**src/hw/rtl/ppwa_pkg.sv**
```systemverilog
// Shared types and constants for the posed primitive world AABB pipeline.
// Used by every module of the block; depends on nothing else.

package ppwa_pkg;

  // Shape codes of the input item.
  localparam logic [1:0] SHAPE_BOX    = 2'd0;
  localparam logic [1:0] SHAPE_SPHERE = 2'd1;
  localparam logic [1:0] SHAPE_CYL    = 2'd2;
  localparam logic [1:0] SHAPE_OTHER  = 2'd3;

  localparam int QW    = 16;          // quaternion component, Q1.14
  localparam int QFRAC = 14;          // fraction bits of the quaternion and matrix
  localparam int PW    = 2 * QW;      // quaternion product, 28 fraction bits
  localparam int RW    = PW + 3;      // matrix entry before truncation
  localparam int MW    = RW - QFRAC;  // matrix entry after truncation, signed
  localparam int AW    = 20;          // magnitude of a truncated matrix entry
  localparam int HW    = 31;          // half size, unsigned
  localparam int CW    = 32;          // coordinate, signed
  localparam int EW    = AW + HW;     // one |r| * h product
  localparam int SW    = EW + 2;      // sum of three products
  localparam int ACW   = SW + 3;      // corner accumulator, signed
  localparam int BW    = ACW - QFRAC; // bound before saturation

  typedef logic [HW-1:0]        half_t;
  typedef logic signed [CW-1:0] coord_t;
  typedef logic signed [QW-1:0] quat_t;
  typedef logic [AW-1:0]        rabs_t;
  typedef logic [EW-1:0]        prod_t;
  typedef logic [SW-1:0]        ext_t;

  typedef half_t  [2:0] half3_t;
  typedef coord_t [2:0] coord3_t;
  typedef rabs_t  [8:0] rmat_t;   // row-major: entry (i, j) at 3*i + j
  typedef ext_t   [2:0] ext3_t;

  // Control that travels with each pipeline stage.
  typedef struct packed {
    logic valid;
    logic box_ok;
  } ctl_t;

endpackage

```
**src/hw/rtl/ppwa_bnd.sv**
```systemverilog
// Bounds stage: position plus and minus the half extent, floored and
// saturated (zero for shapes without a box) and held in the output register. Depends on ppwa_pkg.

module ppwa_bnd (
  input  logic               clk,
  input  logic               rst_n,
  input  logic               en,
  input  ppwa_pkg::ctl_t     ctl_i,
  input  ppwa_pkg::ext3_t    ext_i,
  input  ppwa_pkg::coord3_t  pos_i,
  output logic               valid_o,
  output logic               box_valid_o,
  output ppwa_pkg::coord3_t  lo_o,
  output ppwa_pkg::coord3_t  hi_o
);

  localparam logic signed [ppwa_pkg::BW-1:0] MAX_B =
    ppwa_pkg::BW'({1'b0, {(ppwa_pkg::CW-1){1'b1}}});
  localparam logic signed [ppwa_pkg::BW-1:0] MIN_B =
    -MAX_B - ppwa_pkg::BW'(1);

  function automatic ppwa_pkg::coord_t sat_coord(
    input logic signed [ppwa_pkg::BW-1:0] v
  );
    ppwa_pkg::coord_t res;
    if (v > MAX_B) begin
      res = MAX_B[ppwa_pkg::CW-1:0];
    end else if (v < MIN_B) begin
      res = MIN_B[ppwa_pkg::CW-1:0];
    end else begin
      res = v[ppwa_pkg::CW-1:0];
    end
    return res;
  endfunction

  logic signed [ppwa_pkg::ACW-1:0] p_s [3];
  logic signed [ppwa_pkg::ACW-1:0] e_s [3];
  logic signed [ppwa_pkg::ACW-1:0] lo_acc [3];
  logic signed [ppwa_pkg::ACW-1:0] hi_acc [3];
  ppwa_pkg::coord3_t               lo_nxt, hi_nxt;

  always_comb begin
    for (int i = 0; i < 3; i++) begin
      p_s[i]    = ppwa_pkg::ACW'(pos_i[i]) <<< ppwa_pkg::QFRAC;
      e_s[i]    = ppwa_pkg::ACW'(ext_i[i]);
      lo_acc[i] = p_s[i] - e_s[i];
      hi_acc[i] = p_s[i] + e_s[i];
      if (ctl_i.box_ok) begin
        lo_nxt[i] = sat_coord(lo_acc[i][ppwa_pkg::ACW-1:ppwa_pkg::QFRAC]);
        hi_nxt[i] = sat_coord(hi_acc[i][ppwa_pkg::ACW-1:ppwa_pkg::QFRAC]);
      end else begin
        lo_nxt[i] = '0;
        hi_nxt[i] = '0;
      end
    end
  end

  logic              valid_r;
  logic              box_valid_r;
  ppwa_pkg::coord3_t lo_r, hi_r;

  always_ff @(posedge clk) begin
    if (!rst_n) begin
      valid_r <= 1'b0;
    end else if (en) begin
      valid_r <= ctl_i.valid;
    end
  end

  always_ff @(posedge clk) begin
    if (en) begin
      box_valid_r <= ctl_i.box_ok;
      lo_r        <= lo_nxt;
      hi_r        <= hi_nxt;
    end
  end

  assign valid_o     = valid_r;
  assign box_valid_o = box_valid_r;
  assign lo_o        = lo_r;
  assign hi_o        = hi_r;

endmodule

```
**config.mk**
```make
export PLATFORM = sky130hd
export DESIGN_NAME = ppwa_bnd
export DESIGN_NICKNAME = d
export VERILOG_FILES = /design/src/hw/rtl/ppwa_pkg.sv /design/src/hw/rtl/ppwa_bnd.sv
export SDC_FILE = /design/constraint.sdc
export NUM_CORES = 1
export LEC_CHECK = 0
export BUFFER_PORTS_ARGS = -buffer_cell sky130_fd_sc_hd__buf_2
export CAP_MARGIN = 10
export CORE_UTILIZATION = 52
export CTS_CLUSTER_DIAMETER = 100
export CTS_CLUSTER_SIZE = 24
export DETAILED_ROUTE_END_ITERATION = 16
export GPL_TIMING_DRIVEN = 0
export PLACE_DENSITY_LB_ADDON = 0.2
export SLEW_MARGIN = 10
export SYNTH_ARGS = -nofsm -noshare
export SYNTH_HDL_FRONTEND = slang
export SYNTH_SLANG_ARGS = --single-unit
```
**constraint.sdc**
```tcl
create_clock -name clk -period 4.7 [get_ports clk]
set_clock_uncertainty 0.05 [all_clocks]
set_input_delay 0.94 -clock clk [delete_from_list [all_inputs] [get_ports clk]]
set_output_delay 0.94 -clock clk [all_outputs]
set_load 0.01 [all_outputs]
```
* Yosys cells after proc, flatten, opt, wreduce, memory -nomap -nowiden *
Cells that the tools add are included.

storage, ports and cells
  input port bits = 260
  output and inout port bits = 194
  word-level logic and storage cells = 51
  register bits after elaboration = 194

operators by class
  bitwise operators = 1
  add/subtract/negate cells = 6
  magnitude comparators = 12
  mux-type cells = 12
  reduce and logical (&&, ||, !) cells = 6

operator list
  cell                  count
  $gt 41x32->1 const B  6
  $lt 41x32->1 const B  6
  $mux 32               6
  $mux 31               6
  $add 46x54->55        3
  $sub 46x54->55        3
  $reduce_or 2->1       6
  $not 1->1             1

* Logic depth before layout (Yosys ltp) *
  depth in word-level cells = 4
  mapped depth = 16
  mapped depth without buffers = 14

* Least setup slack after synthesis *
No wires, ideal clock.

  path kind = in2reg
  start point = input port ext_i[67] in the netlist's numbering
  end point = register hi_r (netlist bit hi_o[56]), data pin
  arrival = 4.263 ns
  buffers on the path = 2
  library setup time = 0.174 ns
  stages = 16
  data required time = 4.476 ns
  slack = 0.213 ns
  path through = ha_1 > inv_1 > fa_1 > nor2_1 > o221ai_1 > a2111oi_1 > a211oi_2 > nor2_2 > nor3_2 > o41ai_1 > xnor2_1 > o211ai_1 > or4_1 > clkbuf_1 > buf_6 > o311ai_4

on the way
  longest elaborated chain between the ends = 4
  elaborated cells between the ends (all ways) = 5
  those cells by class = add/sub (1); order compare (2); mux (2)

ends and longest elaborated chain
  element               RTL line        text
  from (decl)           ppwa_bnd.sv:9   input ppwa_pkg::ext3_t ext_i,
  $add 46x54->55 *      ppwa_bnd.sv:47  hi_acc[i] = p_s[i] + e_s[i];
  $lt 41x32->1          ppwa_bnd.sv:28  end else if (v < MIN_B) begin
  $mux 32               ppwa_bnd.sv:28
  $mux 31 *             ppwa_bnd.sv:26  if (v > MAX_B) begin
  to (signal assigned)  ppwa_bnd.sv:74  hi_r <= hi_nxt;
  to (decl)             ppwa_bnd.sv:60  ppwa_pkg::coord3_t lo_r, hi_r;

Mark *: on every way between the ends. The rest lies on a longest branch, timed or not.
A chain may end at the register's enable or synchronous reset.

* Final worst setup path *
  start point = input port ext_i[89] in the netlist's numbering
  end point = register hi_r (netlist bit hi_o[61]), data pin

Same word-level chain as after synthesis.

==> summary.md <==
| Metric | Value |
|---|---|
| Worst setup EP type | flop |
| CP max-delay cell | a2111oi_0 |
| Post-route ant nets | 0 |
| Synth Flop Type | edfxtp_1 |
| Clock power share | 22.8% |
| Synthesized area per cell | between 8 and 9 um2 |
| Max H-tree Level | 4 |
| Vias in the first global route | around 22,000 |
| Crit-path max cell delay | roughly 0.55 ns |
| Flop pwr share | about a third |
| First-pass GRT wire length | roughly 120 mm |
| Cells along the critical path | buf_2 -> inv_1 -> ha_1 -> clkbuf_1 -> nor2_2 -> nand4_1 -> a2111oi_0 -> a211oi_1 -> nand3_1 -> a31oi_4 -> mux2i_1 -> nand3_1 -> nor4_2 -> a41o_1 -> buf_2 -> o221ai_2 |
| DRT iter0 DRCs | a little over 2,000 |
| Largest net degree at the start of global routing | around 100 |
| Clock slew at reported path FFs | about 0.08 ns |
| Die width | ~210 um |
| P_sw | approximately 2.8 mW |
| Leak | around 11 nW |
| Relative slew slack | a little under half |
| Int Power | 4.06 mW |
| Setup Viol. Count Final | 0 |
| Initial antenna violation count | 7 |
| Routed vias | ~23,000 |
| Non-Filler Instances | around 3,700 |
| Sw Ratio | between 40% and 50% |
| Distinct cells, synth | 98 |
| Clock Latency Late Sink | about 0.51 ns |
| Overflow after GRT | 0 |
| Pwr dens | between 200 and 300 mW/mm2 |
| Post-layout min period | about 4.7 ns |
| Yosys warnings | 0 |
| Die ar. | 0.0433 mm2 |
| Final wirelength | 76.2 mm |
| Nets@finish | about 3,700 |
| Critical Path RT | slightly below 5 ns |
| Row cnt | 75 |
| Setup crit start kind | input port |
| Crit path max-delay family | compound AO/OA/AOI/OAI gates |
| Post-CTS Hold Fix Bufs | 0 |
| Worst slew pin tran | approximately 0.82 ns |
| Post-synth EDFFs | a little under 200 |
| Largest buffer count on any clock path | 2 |
| Ys async rst share | 0% |
| Register area share after synthesis | approximately a quarter |
| Crit path buf inv count | 4 |
| Part of the power in combinational logic | between 40 and 50% |
| Core ar. | 0.0419 mm2 |
| Peak supply drop | 0.282 mV |
| Chip height | roughly 210 um |
| Detail Placement HPWL | ~60 mm |
| Syn Std Cell Area | between 0.02 and 0.025 mm2 |
| Status | finished clean |
| FF+latch count, synth | approximately 190 |
| Cts bufs inserted | 17 |
| IO Pins | ~450 |
| Fillers | ~3,700 |
| Mapped Cells | about 2,700 |
| RSZ-0062 raised after global routing | true |
| Wire per inst | ~20 um |
| Area growth syn-to-layout | 19.8% |
| Initial Utilization | a little over half |
| Synthesized net count | 3,196 |
| Worst hold-check path type | flop to flop |
| Max_cap viols | 0 |
| CP max FO | 10 |
| Tcrit/Tclk final | 99.3% |
| FMAX | 214 MHz |
| Dpl cells | ~3,700 |
| Layout cells sized above 1 | 22.1% |
| Port Buffers | ~450 |
| Slew Limit Fails | 0 |
| GRT Total Usage | 34.3% |
| DRC Markers | 0 |
| Final-report hold violation count | 0 |
| Worst hold slack | between 0.4 and 0.5 ns |
| Final core utilization | between 60% and 70% |
| CTS sink cnt | roughly 190 |
| Vias/cell | about 6 |
| Gpl congestion | about 1.0 |
| Root Buffer | clkbuf_16 |
| Worst EP arrival | 4.85 ns |
| Total power | 6.86 mW |
| Commonest non-fill, non-tap cell in the layout | buf_2 |
| CTS tree | yes |
| 1st-pass router iterations | 6 |
| Commonest cells after routing, fill and taps aside | buf_2 (482), a21oi_1 (292), ha_1 (236) |
| Crit path kind | input port to flop |
-- stage by stage --
stage | TNS (ns) | setup WS, ns | cell area, um2
finish | 0 | 0.0322 | 26500
global route | -0.250 | -0.0636 | 26500
CTS | -0.0517 | -0.0517 | 26100
detailed placement | -185.49 | -1.73 | 25100
global placement | -191.96 | -1.69 | 25000
floorplan | 0 | 0.213 | 22100
-- per-layer routing --
layer | global-route usage [%] | vias up | routed length (um)
li1 | - | 10900 | -
met1 | 44.2 | 10800 | 32500
met2 | 57.2 | 959 | 36400
met3 | 4.66 | 122 | 4650
met4 | 15.1 | 0 | 2610
met5 | 0 | - | 0
-- logic make-up (layout without fill, tap and decap cells) --
kind of cell	count (synthesis)	in the layout	synth area share, %
AOI/OAI and AO/OA	901	901	26.8
and+or+nand+nor	746	746	17.0
buffers and inverters	390	885	7.18
adders and majority gates	240	240	13.7
xor gates and xnor gates	213	213	8.45
DFF	194	194	26.3
muxes	12	12	0.555
other	0	8	0
-- Yosys cell counts (11+ instances only) --
| cell type | instances | area, um2 |
|---|---|---|
| o21bai_1 | 49 | 368 |
| a211oi_1 | 30 | 225 |
| o211ai_1 | 25 | 188 |
| or3_1 | 40 | 250 |
| o22ai_1 | 32 | 200 |
| nand2b_1 | 30 | 188 |
| nand2_1 | 128 | 480 |
| o221ai_1 | 34 | 298 |
| a21oi_2 | 12 | 105 |
| nand4_1 | 39 | 244 |
| xnor2_1 | 195 | 1710 |
| o31ai_1 | 36 | 270 |
| xor2_1 | 18 | 158 |
| a31oi_1 | 19 | 119 |
| a21o_1 | 43 | 323 |
| or2_2 | 14 | 87.6 |
| and2_1 | 12 | 75.1 |
| o21ai_1 | 11 | 55.1 |
| o21a_1 | 21 | 158 |
| buf_2 | 37 | 185 |
| nor3_1 | 67 | 335 |
| inv_1 | 234 | 878 |
| o21ai_0 | 154 | 771 |
| nor4_1 | 44 | 275 |
| clkbuf_1 | 92 | 345 |
| edfxtp_1 | 193 | 5800 |
| nand3_1 | 46 | 230 |
| nor2b_1 | 31 | 194 |
| and3_1 | 17 | 106 |
| ha_1 | 237 | 2970 |
| a21oi_1 | 297 | 1490 |
| nor2_1 | 229 | 860 |
-- state kept, by name, summed over array words and instances (netlist names) --
name	count
box_valid_o	1
hi_o	96
lo_o	96
valid_o	1
-- worst reg2reg max path, cell delays in order (launching register included) --
cell and delay (ns):
dfxtp_1 0.32, mux2i_1 0.13, nor2b_1 0.06
-- cell type report --
| cell class | instances | area (um2) | share of cell area, % |
|---|---|---|---|
| clock inverter | 14 | 185 | 0.700 |
| inverter | 246 | 923 | 3.49 |
| buffer | 138 | 689 | 2.60 |
| tap | 539 | 674 | 2.55 |
| antenna | 8 | 20.0 | 0.0756 |
| clock buffer | 18 | 429 | 1.62 |
| sequential | 194 | 5820 | 22.0 |
| multi-input combinational | 2112 | 15300 | 57.8 |
| timing repair buffer | 469 | 2440 | 9.24 |
-- what timing repair did --
| action | CTS | global route |
|---|---|---|
| cloned | 0 | 0 |
| endpoints found under the setup margin | 185 | 185 |
| gates resized for setup | 59 | 90 |
| pin swaps | 6 | 12 |
| endpoints found under the hold margin | 0 | 0 |
| buffers inserted | 7 | 8 |
-- power groups by stage --
stage	Clock (mW)	Sequential (mW)	Combinational, mW
global placement	0	2.21	2.88
CTS	1.59	2.17	3.01
global route	1.63	2.19	3.38
detailed placement	0	2.21	2.91
finish	1.56	2.17	3.12
floorplan	0	2.31	1.87
-- path summary, 6_finish.rpt --
check	from	end	slack, ns	depth (start not counted)
worst max register to register	valid_o	valid_o	4.04	2
worst min register to register	valid_o	valid_o	0.49	2
worst max-delay path	ext_i[89]	hi_o[61]	0.03	16
worst min-delay path	valid_o	valid_o	0.49	2
No activity file was read; power rests on OpenSTA's default activity.
